<file path="src/rtl/dsi_pkg.sv">
// Shared types, character codes and helper functions for the decimal string
// to int32 converter. No dependencies.
`timescale 1ns / 1ps
`default_nettype none

package dsi_pkg;

  localparam logic [7:0] CharNul   = 8'd0;
  localparam logic [7:0] CharSpace = 8'd32;
  localparam logic [7:0] CharTab   = 8'd9;
  localparam logic [7:0] CharCr    = 8'd13;
  localparam logic [7:0] CharPlus  = 8'd43;
  localparam logic [7:0] CharMinus = 8'd45;
  localparam logic [7:0] CharZero  = 8'd48;
  localparam logic [7:0] CharNine  = 8'd57;

  localparam logic [1:0] PosLimit = 2'd2;

  localparam logic [35:0] MaxPos = 36'd2147483647;
  localparam logic [35:0] MaxNeg = 36'd2147483648;

  typedef struct packed {
    logic       valid;
    logic [7:0] char_code;
  } stage_t;

  typedef struct packed {
    logic signed [31:0] value;
    logic               error;
  } result_t;

  function automatic logic is_space(input logic [7:0] c);
    return c inside {CharSpace, [CharTab:CharCr]};
  endfunction

  function automatic logic is_digit(input logic [7:0] c);
    return c inside {[CharZero:CharNine]};
  endfunction

  function automatic logic is_sign(input logic [7:0] c);
    return c inside {CharPlus, CharMinus};
  endfunction

endpackage

`default_nettype wire

</file>
<file path="src/rtl/dsi_if.sv">
// Valid/ready channel interfaces: byte input and parsed result output.
// No dependencies.
`timescale 1ns / 1ps
`default_nettype none

interface dsi_char_if;
  logic       valid;
  logic       ready;
  logic [7:0] char_code;

  modport source (output valid, output char_code, input ready);
  modport sink   (input valid, input char_code, output ready);
endinterface

interface dsi_result_if;
  logic               valid;
  logic               ready;
  logic signed [31:0] value;
  logic               error;

  modport source (output valid, output value, output error, input ready);
  modport sink   (input valid, input value, input error, output ready);
endinterface

`default_nettype wire

</file>
<file path="src/rtl/dsi_in_stage.sv">
// Input register: captures one byte per transaction and holds it until the
// parser consumes it. Depends on dsi_pkg and dsi_if.
`timescale 1ns / 1ps
`default_nettype none

module dsi_in_stage (
  input  wire logic            clk_i,
  input  wire logic            rst_ni,
  dsi_char_if.sink             in_i,
  input  wire logic            advance_i,
  output dsi_pkg::stage_t      stage_o
);
  import dsi_pkg::*;

  logic       valid_q, valid_d;
  logic [7:0] char_q, char_d;
  logic       load;

  assign in_i.ready = !valid_q || advance_i;
  assign load       = in_i.valid && in_i.ready;

  always_comb begin
    valid_d = valid_q;
    char_d  = char_q;
    if (load) begin
      valid_d = 1'b1;
      char_d  = in_i.char_code;
    end else if (advance_i) begin
      valid_d = 1'b0;
    end
  end

  always_ff @(posedge clk_i or negedge rst_ni) begin
    if (!rst_ni) begin
      valid_q <= 1'b0;
    end else begin
      valid_q <= valid_d;
    end
  end

  always_ff @(posedge clk_i) begin
    char_q <= char_d;
  end

  assign stage_o.valid     = valid_q;
  assign stage_o.char_code = char_q;

endmodule

`default_nettype wire

</file>
<file path="src/rtl/dsi_core.sv">
// Parser state and per-byte update: sign, whitespace, digit accumulation and
// range check; offers the result from its state and clears it on the terminator. Depends on dsi_pkg.
`timescale 1ns / 1ps
`default_nettype none

module dsi_core (
  input  wire logic             clk_i,
  input  wire logic             rst_ni,
  input  wire dsi_pkg::stage_t  stage_i,
  input  wire logic             step_i,
  output dsi_pkg::result_t      result_o
);
  import dsi_pkg::*;

  logic [1:0]  pos_q, pos_d;
  logic        first_sign_q, first_sign_d;
  logic        past_space_q, past_space_d;
  logic        neg_q, neg_d;
  logic [31:0] mag_q, mag_d;
  logic        failed_q, failed_d;

  logic [7:0]  c;
  logic        fail_pre;
  logic        take;
  logic [35:0] mag_ext;
  logic [35:0] mag_next;
  logic [35:0] limit;

  assign c       = stage_i.char_code;
  assign mag_ext = {4'b0, mag_q};
  assign mag_next = (mag_ext << 3) + (mag_ext << 1) + {32'b0, c[3:0]};

  always_comb begin
    pos_d        = pos_q;
    first_sign_d = first_sign_q;
    past_space_d = past_space_q;
    neg_d        = neg_q;
    mag_d        = mag_q;
    failed_d     = failed_q;
    fail_pre     = failed_q;
    take         = 1'b0;
    limit        = neg_q ? MaxNeg : MaxPos;

    if (step_i) begin
      if (c == CharNul) begin
        pos_d        = '0;
        first_sign_d = 1'b0;
        past_space_d = 1'b0;
        neg_d        = 1'b0;
        mag_d        = '0;
        failed_d     = 1'b0;
      end else begin
        // signed zero prefix
        if (pos_q == 2'd0) begin
          if (is_sign(c)) first_sign_d = 1'b1;
        end else if (pos_q == 2'd1) begin
          if (first_sign_q && c == CharZero) fail_pre = 1'b1;
        end
        if (pos_q < PosLimit) pos_d = pos_q + 2'd1;
        failed_d = fail_pre;

        if (!past_space_q) begin
          if (!is_space(c)) begin
            past_space_d = 1'b1;
            if (c == CharMinus) begin
              neg_d = 1'b1;
            end else if (c == CharPlus) begin
              neg_d = neg_q;
            end else if (is_digit(c)) begin
              take = 1'b1;
            end else begin
              failed_d = 1'b1;
            end
          end
        end else if (is_digit(c)) begin
          take = 1'b1;
        end else begin
          failed_d = 1'b1;
        end

        if (take && !fail_pre) begin
          if (mag_next > limit) begin
            failed_d = 1'b1;
          end else begin
            mag_d = mag_next[31:0];
          end
        end
      end
    end
  end

  always_ff @(posedge clk_i or negedge rst_ni) begin
    if (!rst_ni) begin
      pos_q        <= '0;
      first_sign_q <= 1'b0;
      past_space_q <= 1'b0;
      neg_q        <= 1'b0;
      mag_q        <= '0;
      failed_q     <= 1'b0;
    end else begin
      pos_q        <= pos_d;
      first_sign_q <= first_sign_d;
      past_space_q <= past_space_d;
      neg_q        <= neg_d;
      mag_q        <= mag_d;
      failed_q     <= failed_d;
    end
  end

  always_comb begin
    result_o.error = failed_q;
    if (failed_q) begin
      result_o.value = '0;
    end else if (neg_q) begin
      result_o.value = $signed(32'd0 - mag_q);
    end else begin
      result_o.value = $signed(mag_q);
    end
  end

`ifndef NO_ASSERTIONS
  a_mag_range: assert property (@(posedge clk_i) disable iff (!rst_ni)
    mag_q <= 32'h8000_0000)
    else $error("magnitude above negative limit");

  a_pos_range: assert property (@(posedge clk_i) disable iff (!rst_ni)
    (!neg_q) |-> (mag_q <= 32'h7fff_ffff))
    else $error("magnitude above positive limit");

  a_pos_sat: assert property (@(posedge clk_i) disable iff (!rst_ni)
    pos_q != 2'd3)
    else $error("byte position past saturation");

  a_clear: assert property (@(posedge clk_i) disable iff (!rst_ni)
    (step_i && c == CharNul) |=>
      (pos_q == 2'd0 && !failed_q && !neg_q && mag_q == 32'd0 && !past_space_q))
    else $error("state not cleared after terminator");

  a_hold: assert property (@(posedge clk_i) disable iff (!rst_ni)
    !step_i |=> ($stable(mag_q) && $stable(failed_q) && $stable(pos_q)))
    else $error("state changed without a step");
`endif

endmodule

`default_nettype wire

</file>
<file path="src/rtl/decimal_string_to_int32.sv">
// Decimal string to int32 converter: takes one byte per cycle and, on each
// zero terminator, returns the signed 32-bit value and an error flag. A
// byte passes an input register, then the parser updates its state; when
// the parser steps on a terminator, that step loads the result register,
// which offers the result on the output channel. Throughput is one byte per
// cycle; a terminator waits in the input register only while the
// previous result is still held untaken in the result register. Leading
// whitespace, one sign, digits; sticky errors ('+0'/'-0' prefix, stray
// bytes, overflow) give value 0 with error set. An empty string or a lone
// sign gives 0, no error.
// Depends on dsi_pkg, dsi_if, dsi_in_stage and dsi_core.
`timescale 1ns / 1ps
`default_nettype none

module decimal_string_to_int32 (
  input  wire logic   clk_i,
  input  wire logic   rst_ni,
  dsi_char_if.sink    in_i,
  dsi_result_if.source out_o
);
  import dsi_pkg::*;

  stage_t  stage;
  result_t result;
  logic    out_free;
  logic    step;
  logic    term_step;

  logic    out_valid_q, out_valid_d;
  result_t out_q, out_d;

  assign out_free  = !out_valid_q || out_o.ready;
  assign step      = stage.valid && ((stage.char_code != CharNul) || out_free);
  assign term_step = step && (stage.char_code == CharNul);

  dsi_in_stage u_in_stage (
    .clk_i     (clk_i),
    .rst_ni    (rst_ni),
    .in_i      (in_i),
    .advance_i (step),
    .stage_o   (stage)
  );

  dsi_core u_core (
    .clk_i    (clk_i),
    .rst_ni   (rst_ni),
    .stage_i  (stage),
    .step_i   (step),
    .result_o (result)
  );

  always_comb begin
    out_valid_d = out_valid_q;
    out_d       = out_q;
    if (term_step) begin
      out_valid_d = 1'b1;
      out_d       = result;
    end else if (out_o.ready) begin
      out_valid_d = 1'b0;
    end
  end

  always_ff @(posedge clk_i or negedge rst_ni) begin
    if (!rst_ni) begin
      out_valid_q <= 1'b0;
    end else begin
      out_valid_q <= out_valid_d;
    end
  end

  always_ff @(posedge clk_i) begin
    out_q <= out_d;
  end

  assign out_o.valid = out_valid_q;
  assign out_o.value = out_q.value;
  assign out_o.error = out_q.error;

endmodule

`default_nettype wire

</file>
<file path="src/flat_wrapper.sv">
// flat-port wrapper written by rule: the top's interface ports become plain ports
module decimal_string_to_int32_flat import dsi_pkg::*;
  (clk_i, rst_ni, in_i_valid, in_i_char_code, in_i_ready, out_o_valid, out_o_value, out_o_error, out_o_ready);
  dsi_char_if in_i_i ();
  dsi_result_if out_o_i ();
  input  wire logic clk_i;
  input  wire logic rst_ni;
  input wire logic [$bits(in_i_i.valid)-1:0] in_i_valid;
  input wire logic [$bits(in_i_i.char_code)-1:0] in_i_char_code;
  output wire logic [$bits(in_i_i.ready)-1:0] in_i_ready;
  output wire logic [$bits(out_o_i.valid)-1:0] out_o_valid;
  output wire logic [$bits(out_o_i.value)-1:0] out_o_value;
  output wire logic [$bits(out_o_i.error)-1:0] out_o_error;
  input wire logic [$bits(out_o_i.ready)-1:0] out_o_ready;
  assign in_i_i.valid = in_i_valid;
  assign in_i_i.char_code = in_i_char_code;
  assign in_i_ready = in_i_i.ready;
  assign out_o_valid = out_o_i.valid;
  assign out_o_value = out_o_i.value;
  assign out_o_error = out_o_i.error;
  assign out_o_i.ready = out_o_ready;
  decimal_string_to_int32 u_core (.clk_i(clk_i), .rst_ni(rst_ni), .in_i(in_i_i), .out_o(out_o_i));
endmodule
</file>
<file path="config.mk">
export PLATFORM = sky130hd
export DESIGN_NAME = decimal_string_to_int32_flat
export DESIGN_NICKNAME = d
export VERILOG_FILES = /design/src/rtl/dsi_pkg.sv /design/src/rtl/dsi_if.sv /design/src/rtl/dsi_in_stage.sv /design/src/rtl/dsi_core.sv /design/src/rtl/decimal_string_to_int32.sv /design/src/flat_wrapper.sv
export SDC_FILE = /design/constraint.sdc
export NUM_CORES = 1
export LEC_CHECK = 0
export BUFFER_PORTS_ARGS = -buffer_cell sky130_fd_sc_hd__buf_4
export CORE_AREA = 2 2 119 121
export CTS_BUF_LIST = sky130_fd_sc_hd__clkbuf_8
export CTS_CLUSTER_DIAMETER = 80
export DETAILED_ROUTE_END_ITERATION = 8
export DIE_AREA = 0 0 121 123
export PLACE_DENSITY = 0.77
export REMOVE_ABC_BUFFERS = 1
export SYNTH_ARGS = -nofsm -noshare
export SYNTH_HDL_FRONTEND = slang
export SYNTH_SLANG_ARGS = --single-unit
</file>
<file path="constraint.sdc">
create_clock -name clk_i -period 16.1 [get_ports clk_i]
set_input_delay 0 -clock clk_i [delete_from_list [all_inputs] [get_ports clk_i]]
set_output_delay 0 -clock clk_i [all_outputs]
set_load 0.01 [all_outputs]
</file>
==> results.py, run 1 <==
metrics = {
    "global_routing": {
        "grt_most_used_layer": "met2",
        "grt_pass1_wl_um": 26290,
        "use_met1_pct": 28.68,
        "grt_max_degree": 41,
        "met2_usage_pct": 37.78,
        "gr-usage-met3_pct": 4.151,
        "grt.total_usage_pct": 22.54,
        "overflow": 0,
        "antenna_found_initial": 0,
        "grt_pass1_vias": 5340,
    },
    "floorplan": {
        "row_count": 43,
        "core-area_um2": 13610,
        "dieArea_um2": 14880,
        "die_x_um": 121,
        "start_util_pct": 48.70,
        "io_pins": 47,
        "die_h_um": 123,
    },
    "sta": {
        "finClkSkew_ps": 11.26,
        "report.final.slew_viol_count": 0,
        "rsz0062_at_grt": "no",
        "timing.setup.tns_ps": 0,
        "worstMarginPinSlew_ps": 850.0,
        "period_minus_slack_ps": 6139,
        "hold_viol_final": 0,
        "finalCritPeriodShare_pct": 38.13,
        "whs_ps": 149.5,
        "max_slew_margin_pct": 42.81,
        "setup_viol": 0,
        "setup_slack_ps": 9961,
        "max_freq_mhz": 162.9,
    },
    "worst_setup_path": {
        "cp_top_family": "simple AND/OR/NAND/NOR gates",
        "worstPathCellList": "fa_1 -> ha_1 -> a211oi_1 -> o21bai_1 -> nand3_1 -> o311ai_1 -> nand2_1 -> o21a_1 -> o21ai_0 -> xor2_1 -> ha_1 -> and4_1 -> nand3_1 -> nor3_1 -> nand2_1 -> a2111oi_0 -> o211ai_1 -> nor4_2 -> nor2b_4 -> mux2i_1",
        "cp_num_buf_inv": 0,
        "path_max_fanout": 32,
        "crit_arrival_ps": 6460,
        "critical_path.startpoint_type": "flop",
        "critPathKind": "reg2reg",
        "reg2reg_depth": 20,
        "crit_path_end_kind": "flop",
        "critPathRequiredTime_ps": 16420,
        "crit_slowest_cell": "nor2b_4",
        "cp.depth": 20,
        "crit_path_max_incr_delay_ps": 790,
    },
    "power": {
        "power_uw": 615.0,
        "powerDensity_nw_per_um2": 82.88,
        "cellLeakagePower_nw": 3.531,
        "ir_worst_vdd_v": 0.00004281,
    },
    "detailed_routing": {
        "routedWlPerCell_um": 17.67,
        "ant_nets": 0,
        "drtPass1Iterations": 5,
        "wl_um": 16240,
        "via_per_inst": 6.026,
        "dr.first_iter.drc_count": 379,
        "post-route-drc-count": 0,
        "vias": 5538,
    },
    "placement": {
        "dp_hpwl_um": 11960,
        "gp_congestion": 0.9221,
        "place_ws_ps": 9984,
        "port-buffer-count": 46,
    },
    "logic_synthesis": {
        "ys_types": 68,
        "synthFlopType": "edfxtp_1",
        "ys_warn_count": 0,
        "synth_edf_count": 41,
        "synth_seq_cells": 81,
        "syn_area_per_cell_um2": 9.635,
        "async_flop_share_pct": 49.38,
        "synth_cells": 688,
        "syn_area_um2": 6629,
        "ys_seq_area_share_pct": 33.67,
    },
    "flow_run": {
        "drv_cap": 0,
    },
    "cells_and_area": {
        "multi_input_area_um2": 4197,
        "nFillCells": 1210,
        "regArea_um2": 2232,
        "drive_gt1_share_pct": 10.42,
        "num_antenna_cells": 0,
        "area_delta_synth_final_pct": 11.95,
        "fin_util_pct": 54.52,
        "nets": 846,
    },
    "clock_network": {
        "cts_tree": "yes",
        "postCtsResizedCells": 0,
        "cts_buffer_depth": 2,
        "clock-root-buffer": "clkbuf_8",
        "clock-sinks": 81,
        "cts_buffers": 9,
        "htreeDepth": 3,
        "clk_pin_slew_ps": 90,
        "clock_latency_ps": 390,
    },
    "hold_path": {
        "hold_path.class": "in2async",
    },
    "status": {
        "status": "complete, no violations",
    },
}
synth_stat cells (3+ instances only):
cell type	instances	area share (%)
a22o_1	31	4.1
o21ai_0	33	2.5
o21bai_1	7	0.79
o21a_1	4	0.45
mux2i_1	3	0.45
a21o_1	13	1.5
buf_6	4	0.68
and2_1	6	0.57
nand3_1	16	1.2
a21oi_1	57	4.3
and3_1	5	0.47
nand2_1	50	2.8
nor3_1	12	0.91
ha_1	98	18
xor2_1	31	4.1
o21ai_1	7	0.53
or3_1	5	0.47
and4_1	4	0.53
buf_2	7	0.53
inv_1	17	0.96
o211ai_1	5	0.57
nor2_1	55	3.1
nor4_1	7	0.66
or4_1	5	0.57
nand2b_1	6	0.57
nor2b_1	6	0.57
dfrtp_1	40	15
edfxtp_1	41	19
nand4_1	18	1.7
xnor2_1	27	3.6
o31ai_1	8	0.91
clkbuf_1	15	0.85
cell type report:
cell class                      instances  area share (%)
Sequential cell                        81           30.08
Clock inverter                          4          0.5733
Timing Repair Buffer                   62           6.677
Inverter                               17          0.8599
Multi-Input combinational cell        563           56.55
Tap cell                              180           3.035
Clock buffer                           12           2.226
metal layers:
layer  wire, µm  vias to the layer above
met5          0                        -
met1       7473                     2679
met3        664                       30
li1           -                     2686
met4        455                        0
met2       7648                      143
metrics by stage:
| stage | cell area, µm² | instances |
|---|---|---|
| finish | 7421 | 919 |
| global route | 7421 | 919 |
| CTS | 7421 | 919 |
| detailed placement | 7093 | 891 |
| global placement | 7093 | 891 |
| floorplan | 6489 | 661 |
cells by family (layout without fill, tap and decap cells):
family | count (synthesis) | count (layout) | synth area share, %
muxes | 3 | 3 | 0.4530
AOI/OAI and AO/OA | 196 | 196 | 20.33
xor gates and xnor gates | 58 | 58 | 7.663
adders and majority gates | 100 | 100 | 19.10
and+or+nand+nor | 206 | 206 | 15.70
buffers and inverters | 44 | 95 | 3.076
DFF | 81 | 81 | 33.67
layout by cell type (no fill, tap or decap), types with 3 or more instances in the layout:
cell and instances:
o31ai_1 8, nor2_1 55, and4_1 4, ha_1 98, nand4_1 18, mux2i_1 3
dfrtp_1 40, o211ai_1 5, nand2b_1 6, xor2_1 31, dlygate4sd3_1 12, a21o_1 13
nor3_1 12, nand2_1 50, nand3_1 16, a21oi_1 57, or4_1 5, a22o_1 31
o21ai_1 6, edfxtp_1 41, and3_1 5, or3_1 5, o21ai_0 33, xnor2_1 27
inv_1 19, nor4_1 7, nor2b_1 6, o21a_1 4, buf_4 50, and2_1 6
clkbuf_8 12, o21bai_1 7
what timing repair did:
item                      CTS  global route
hold endpoints to repair   50             0
hold buffers               12             0
buffers inserted            0             0
worst paths after layout:
kind | to | start | slack (ps)
worst max-delay path | u_core.u_core.mag_q[0]$_DFFE_PN0P_ | u_core.u_core.mag_q[2]$_DFFE_PN0P_ | 9960
worst min-delay path | u_core.u_core.mag_q[15]$_DFFE_PN0P_ | rst_ni | 150
worst max register to register | u_core.u_core.mag_q[0]$_DFFE_PN0P_ | u_core.u_core.mag_q[2]$_DFFE_PN0P_ | 9960
worst min register to register | u_core.u_core.pos_q[0]$_DFFE_PN0P_ | u_core.u_core.pos_q[1]$_DFFE_PN0P_ | 500
max in group asynchronous | u_core.u_core.mag_q[7]$_DFFE_PN0P_ | rst_ni | 15560
min in group clk_i | u_core.u_in_stage.char_q[7]$_DFFE_PP_ | in_i_char_code[7] | 330
where the power goes:
part / total [mW] / internal [mW] / switching (mW)
Clock: 0.161 / 0.0830 / 0.0780
Sequential: 0.243 / 0.230 / 0.0130
Combinational: 0.211 / 0.0905 / 0.121
Total: 0.615 / 0.403 / 0.212
sequential cells by signal, indices dropped and copies added, names as in the netlist:
signal	count
u_core.u_core.first_sign_q	1
u_core.out_o.valid	1
u_core.u_core.pos_q	2
u_core.u_core.failed_q	1
u_core.out_o.error	1
u_core.u_in_stage.valid_q	1
u_core.u_in_stage.char_q	8
u_core.u_core.neg_q	1
u_core.u_core.mag_q	32
u_core.u_core.past_space_q	1
u_core.out_o.value	32
Note: power is estimated with default switching activity, not from simulation.
==> run 2, diff against run 1 <==
==> constraint.sdc (replaced) <==
create_clock -name clk_i -period 6.45 [get_ports clk_i]
set_input_delay 0 -clock clk_i [delete_from_list [all_inputs] [get_ports clk_i]]
set_output_delay 0 -clock clk_i [all_outputs]
set_load 0.01 [all_outputs]
==> results.py, run 2 (synthesis gave the netlist of run 1 again) <==
metrics = {
    "status": {
        "status": "complete, no violations",
    },
    "placement": {
        "placed_cells": 892,
        "place_ws_ps": 508.0,
        "gp_congestion": 0.9030,
        "dp_hpwl_um": 12370,
        "port-buffer-count": 46,
        "post_dp_cell_area_um2": 7113,
    },
    "clock_network": {
        "clock-root-buffer": "clkbuf_8",
        "cts_buffer_depth": 2,
        "clock_latency_ps": 390,
        "clock-sinks": 81,
        "cts_tree": "yes",
        "clk_pin_slew_ps": 90,
        "htreeDepth": 3,
        "cts_buffers": 9,
    },
    "detailed_routing": {
        "post-route-drc-count": 0,
        "wl_um": 16560,
        "ant_nets": 0,
        "routedWlPerCell_um": 17.96,
        "via_per_inst": 6.004,
        "dr.first_iter.drc_count": 404,
        "drtPass1Iterations": 5,
        "vias": 5536,
    },
    "global_routing": {
        "overflow": 0,
        "antenna_found_initial": 0,
        "grt.total_usage_pct": 23.26,
        "grt_pass1_vias": 5440,
        "grt_max_degree": 41,
        "grt_pass1_wl_um": 27280,
    },
    "sta": {
        "max_slew_margin_pct": 25.33,
        "period_minus_slack_ps": 5816,
        "finalCritPeriodShare_pct": 90.17,
        "timing.setup.tns_ps": 0,
        "report.final.slew_viol_count": 0,
        "setup_slack_ps": 633.9,
        "finClkSkew_ps": 10.95,
        "setup_viol": 0,
        "max_freq_mhz": 171.9,
        "whs_ps": 160.6,
        "worstMarginPinSlew_ps": 1120,
        "rsz0062_at_grt": "no",
        "hold_viol_final": 0,
    },
    "cells_and_area": {
        "final_cell_mix": "98 x ha_1, 57 x a21oi_1, 55 x nor2_1, 51 x buf_4, 50 x nand2_1",
        "area_delta_synth_final_pct": 12.53,
        "final-instance-count-excl-fill": 922,
        "final_common_cell": "ha_1",
        "num_antenna_cells": 0,
        "drive_gt1_share_pct": 10.78,
        "nFillCells": 1232,
        "nets": 849,
        "final_cell_area_um2": 7460,
        "multi_input_area_um2": 4197,
        "fin_util_pct": 54.80,
        "regArea_um2": 2232,
    },
    "floorplan": {
        "die_h_um": 123,
        "die_x_um": 121,
        "core-area_um2": 13610,
        "dieArea_um2": 14880,
        "io_pins": 47,
        "start_util_pct": 48.70,
        "row_count": 43,
    },
    "worst_setup_path": {
        "critPathKind": "reg2reg",
        "crit_arrival_ps": 6080,
        "critical_path.startpoint_type": "flop",
        "r2r_setup_slack_ps": 630,
        "critPathRequiredTime_ps": 6720,
        "path_max_fanout": 30,
        "crit_path_end_kind": "flop",
    },
    "power": {
        "power_mw": 1.535,
        "ir_worst_vdd_v": 0.00009975,
        "cellLeakagePower_nw": 3.549,
        "powerDensity_nw_per_um2": 205.7,
    },
    "flow_run": {
        "drv_cap": 0,
    },
    "hold_path": {
        "hold_path.class": "in2async",
    },
}
-- run 2: layout make-up --
class	instances	area share [%]
Tap cell	180	3.019
Clock buffer	11	2.030
Clock inverter	5	0.6374
Inverter	17	0.8554
Sequential cell	81	29.92
Timing Repair Buffer	65	7.279
Multi-Input combinational cell	563	56.26
-- run 2: where the power goes --
| part | internal, mW | switching (mW) | total [mW] |
|---|---|---|---|
| Sequential | 0.574 | 0.0342 | 0.608 |
| Combinational | 0.227 | 0.306 | 0.533 |
| Clock | 0.196 | 0.198 | 0.394 |
-- run 2: path summary, 6_finish.rpt --
| check | start | to | cells after the start |
|---|---|---|---|
| worst max-delay path | u_core.u_in_stage.char_q[3]$_DFFE_PP_ | u_core.u_core.mag_q[5]$_DFFE_PN0P_ | 21 |
| worst min-delay path | rst_ni | u_core.u_core.mag_q[16]$_DFFE_PN0P_ | 2 |
| worst max register to register | u_core.u_in_stage.char_q[3]$_DFFE_PP_ | u_core.u_core.mag_q[5]$_DFFE_PN0P_ | 21 |
| worst min register to register | u_core.u_core.pos_q[1]$_DFFE_PN0P_ | u_core.u_core.pos_q[0]$_DFFE_PN0P_ | 1 |
| max in group asynchronous | rst_ni | u_core.u_core.mag_q[4]$_DFFE_PN0P_ | 2 |
| min in group clk_i | in_i_char_code[6] | u_core.u_in_stage.char_q[6]$_DFFE_PP_ | 2 |
-- run 2: worst max-delay path, cell delays in order (launching register included) --
cell and delay (ps):
edfxtp_1 530, fa_1 540, ha_1 330, a211oi_1 70, o21bai_1 280, nand3_1 140, o311ai_1 480, nand2_1 200
o21a_1 260, o21ai_0 220, xor2_1 120, ha_1 320, and4_1 230, nand3_1 110, nor3_1 210, nand2_1 110
a2111oi_0 430, o211ai_1 170, nor4_2 300, o21ai_2 70, buf_4 270, a22o_1 280
-- run 2: what timing repair did --
item	4_1_cts	5_1_grt
hold buffers	12	0
endpoints found under the setup margin	0	18
gates resized for setup	0	0
endpoints found under the hold margin	50	0
buffers inserted	0	2
-- run 2: per-layer routing --
layer	global-route usage (%)	part of all wire, %	vias up
met5	0	0	-
met1	30.91	46	2706
met2	38.69	48	114
met3	3.137	3.2	21
met4	8.866	2.1	0
li1	-	-	2695
==> run 3, diff against run 2 <==
--- a/config.mk
+++ b/config.mk
@@ -6,11 +6,11 @@
 export NUM_CORES = 1
 export LEC_CHECK = 0
 export BUFFER_PORTS_ARGS = -buffer_cell sky130_fd_sc_hd__buf_4
-export CORE_AREA = 2 2 119 121
+export CORE_AREA = 2 2 91 158
 export CTS_BUF_LIST = sky130_fd_sc_hd__clkbuf_8
 export CTS_CLUSTER_DIAMETER = 80
 export DETAILED_ROUTE_END_ITERATION = 8
-export DIE_AREA = 0 0 121 123
+export DIE_AREA = 0 0 93 160
 export PLACE_DENSITY = 0.77
 export REMOVE_ABC_BUFFERS = 1
 export SYNTH_ARGS = -nofsm -noshare
==> results.py, run 3 (synthesis gave the netlist of run 1 again) <==
metrics = {
    "status": {
        "status": "complete, no violations",
    },
    "worst_setup_path": {
        "critical_path.startpoint_type": "flop",
        "r2r-start": "u_core.u_in_stage.char_q[3]$_DFFE_PP_",
        "path_max_fanout": 20,
        "crit_path_end_kind": "flop",
        "cp-startpoint": "u_core.u_in_stage.char_q[3]$_DFFE_PP_",
        "critPathRequiredTime_ps": 6760,
        "critPathKind": "reg2reg",
        "crit_arrival_ps": 6140,
    },
    "sta": {
        "finalCritPeriodShare_pct": 90.52,
        "rsz0062_at_grt": "no",
        "setup_viol": 0,
        "finClkSkew_ps": 10.59,
        "max_slew_margin_pct": 46.73,
        "timing.setup.tns_ps": 0,
        "report.final.slew_viol_count": 0,
        "worstMarginPinSlew_ps": 791.8,
        "hold_viol_final": 0,
        "max_freq_mhz": 171.3,
        "period_minus_slack_ps": 5839,
    },
    "cells_and_area": {
        "regArea_um2": 2232,
        "drive_gt1_share_pct": 10.93,
        "final_common_cell": "ha_1",
        "num_antenna_cells": 0,
        "nFillCells": 1271,
        "final_cell_mix": "98 x ha_1, 57 x a21oi_1, 55 x nor2_1, 51 x buf_4, 50 x nand2_1",
        "area_delta_synth_final_pct": 12.63,
        "nets": 848,
        "multi_input_area_um2": 4204,
    },
    "floorplan": {
        "start_util_pct": 48.41,
        "dieArea_um2": 14880,
        "row_count": 57,
        "die_h_um": 160,
        "core-area_um2": 13690,
        "die_x_um": 93,
        "io_pins": 47,
    },
    "detailed_routing": {
        "vias": 5638,
        "dr.first_iter.drc_count": 272,
        "routedWlPerCell_um": 18.52,
        "via_per_inst": 6.142,
        "ant_nets": 0,
        "wl_um": 17000,
        "drtPass1Iterations": 5,
        "post-route-drc-count": 0,
    },
    "clock_network": {
        "clk_pin_slew_ps": 90,
        "cts_buffers": 9,
        "clock-root-buffer": "clkbuf_8",
        "cts_buffer_depth": 2,
        "htreeDepth": 3,
        "clock-sinks": 81,
        "clock_latency_ps": 370,
        "cts_tree": "yes",
    },
    "power": {
        "power_mw": 1.541,
        "cellLeakagePower_nw": 3.542,
        "ir_worst_vdd_v": 0.0001138,
        "powerDensity_nw_per_um2": 206.4,
    },
    "global_routing": {
        "grt_max_degree": 54,
        "overflow": 0,
        "grt_pass1_wl_um": 28150,
        "antenna_found_initial": 0,
        "grt.total_usage_pct": 23.78,
        "grt_pass1_vias": 5674,
    },
    "hold_path": {
        "hold_path.class": "in2async",
    },
    "placement": {
        "port-buffer-count": 46,
        "gp_congestion": 0.9259,
        "dp_hpwl_um": 12910,
    },
    "flow_run": {
        "drv_cap": 0,
    },
}
## run 3: cell count changes in the layout (fill, tap and decap cells not counted)
cell           delta
clkinvlp_4        +2
clkinv_2          -1
bufinv_16         +1
o311ai_2          +1
dlygate4sd3_1     -1
o311ai_1          -1
clkbuf_8          -2
## run 3: power breakdown
| part | switching, mW | internal [mW] |
|---|---|---|
| Combinational | 0.304 | 0.226 |
| Clock | 0.197 | 0.215 |
| Sequential | 0.0256 | 0.574 |
## run 3: worst paths after layout
path	to	slack (ps)	cells past startpoint
max in group asynchronous	u_core.u_core.mag_q[12]$_DFFE_PN0P_	5870	2
min in group clk_i	u_core.u_in_stage.char_q[5]$_DFFE_PP_	350	2
worst min-delay path	u_core.u_core.mag_q[4]$_DFFE_PN0P_	190	2
worst max register to register	u_core.u_core.mag_q[16]$_DFFE_PN0P_	610	22
worst max-delay path	u_core.u_core.mag_q[16]$_DFFE_PN0P_	610	22
worst min register to register	u_core.u_core.pos_q[0]$_DFFE_PN0P_	500	1
## run 3: area by class of cell
cell class,count,share of cell area (%)
Multi-Input combinational cell,563,56.31
Sequential cell,81,29.90
Timing Repair Buffer,64,7.139
Tap cell,177,2.966
Clock buffer,9,1.659
Clock inverter,7,1.173
Inverter,17,0.8547
## run 3: critical path, stage by stage, from the launching register on
cell and delay (ps):
edfxtp_1 520, fa_1 540, fa_1 480, a21o_1 200, a221oi_2 390, or3_4 230, nand2_1 80, a21o_1 210
a2111o_1 410, nand2_1 70, xnor2_1 100, ha_1 310, and4_1 190, nand3_1 90, nor3_1 190, nand2_1 90
a2111oi_0 450, o211ai_1 160, nor4_2 350, nor2b_4 250, buf_12 150, buf_12 170, a22o_1 150
## run 3: metal layers
metal  vias up  wire length (µm)  GRT usage (%)
li1       2699                 -              -
met1      2763              6524          26.46
met2       131              9391          44.37
met3        45               439          2.453
met4         0               642          10.90
met5         -                 0              0
## run 3: per-stage QoR
step | hold WS, ps | setup WS [ps] | util (%) | instance area [µm²] | cells
after CTS | 186.1 | 402.3 | 54.32 | 7438 | 917
after global placement | 21.89 | 680.4 | 51.97 | 7117 | 890
final | 192.7 | 611.3 | 54.52 | 7466 | 918
after floorplan | -295.6 | 800.8 | - | 6489 | 661
after global routing | 218.1 | 129.1 | 54.52 | 7466 | 918
after detailed placement | 33.76 | 431.7 | 51.97 | 7117 | 890
## run 3: what timing repair did
action / 4_1_cts / 5_1_grt
gates resized for setup: 0 / 1
hold endpoints to repair: 50 / 0
hold buffers: 11 / 0
setup endpoints to repair: 0 / 21
buffers inserted: 0 / 1
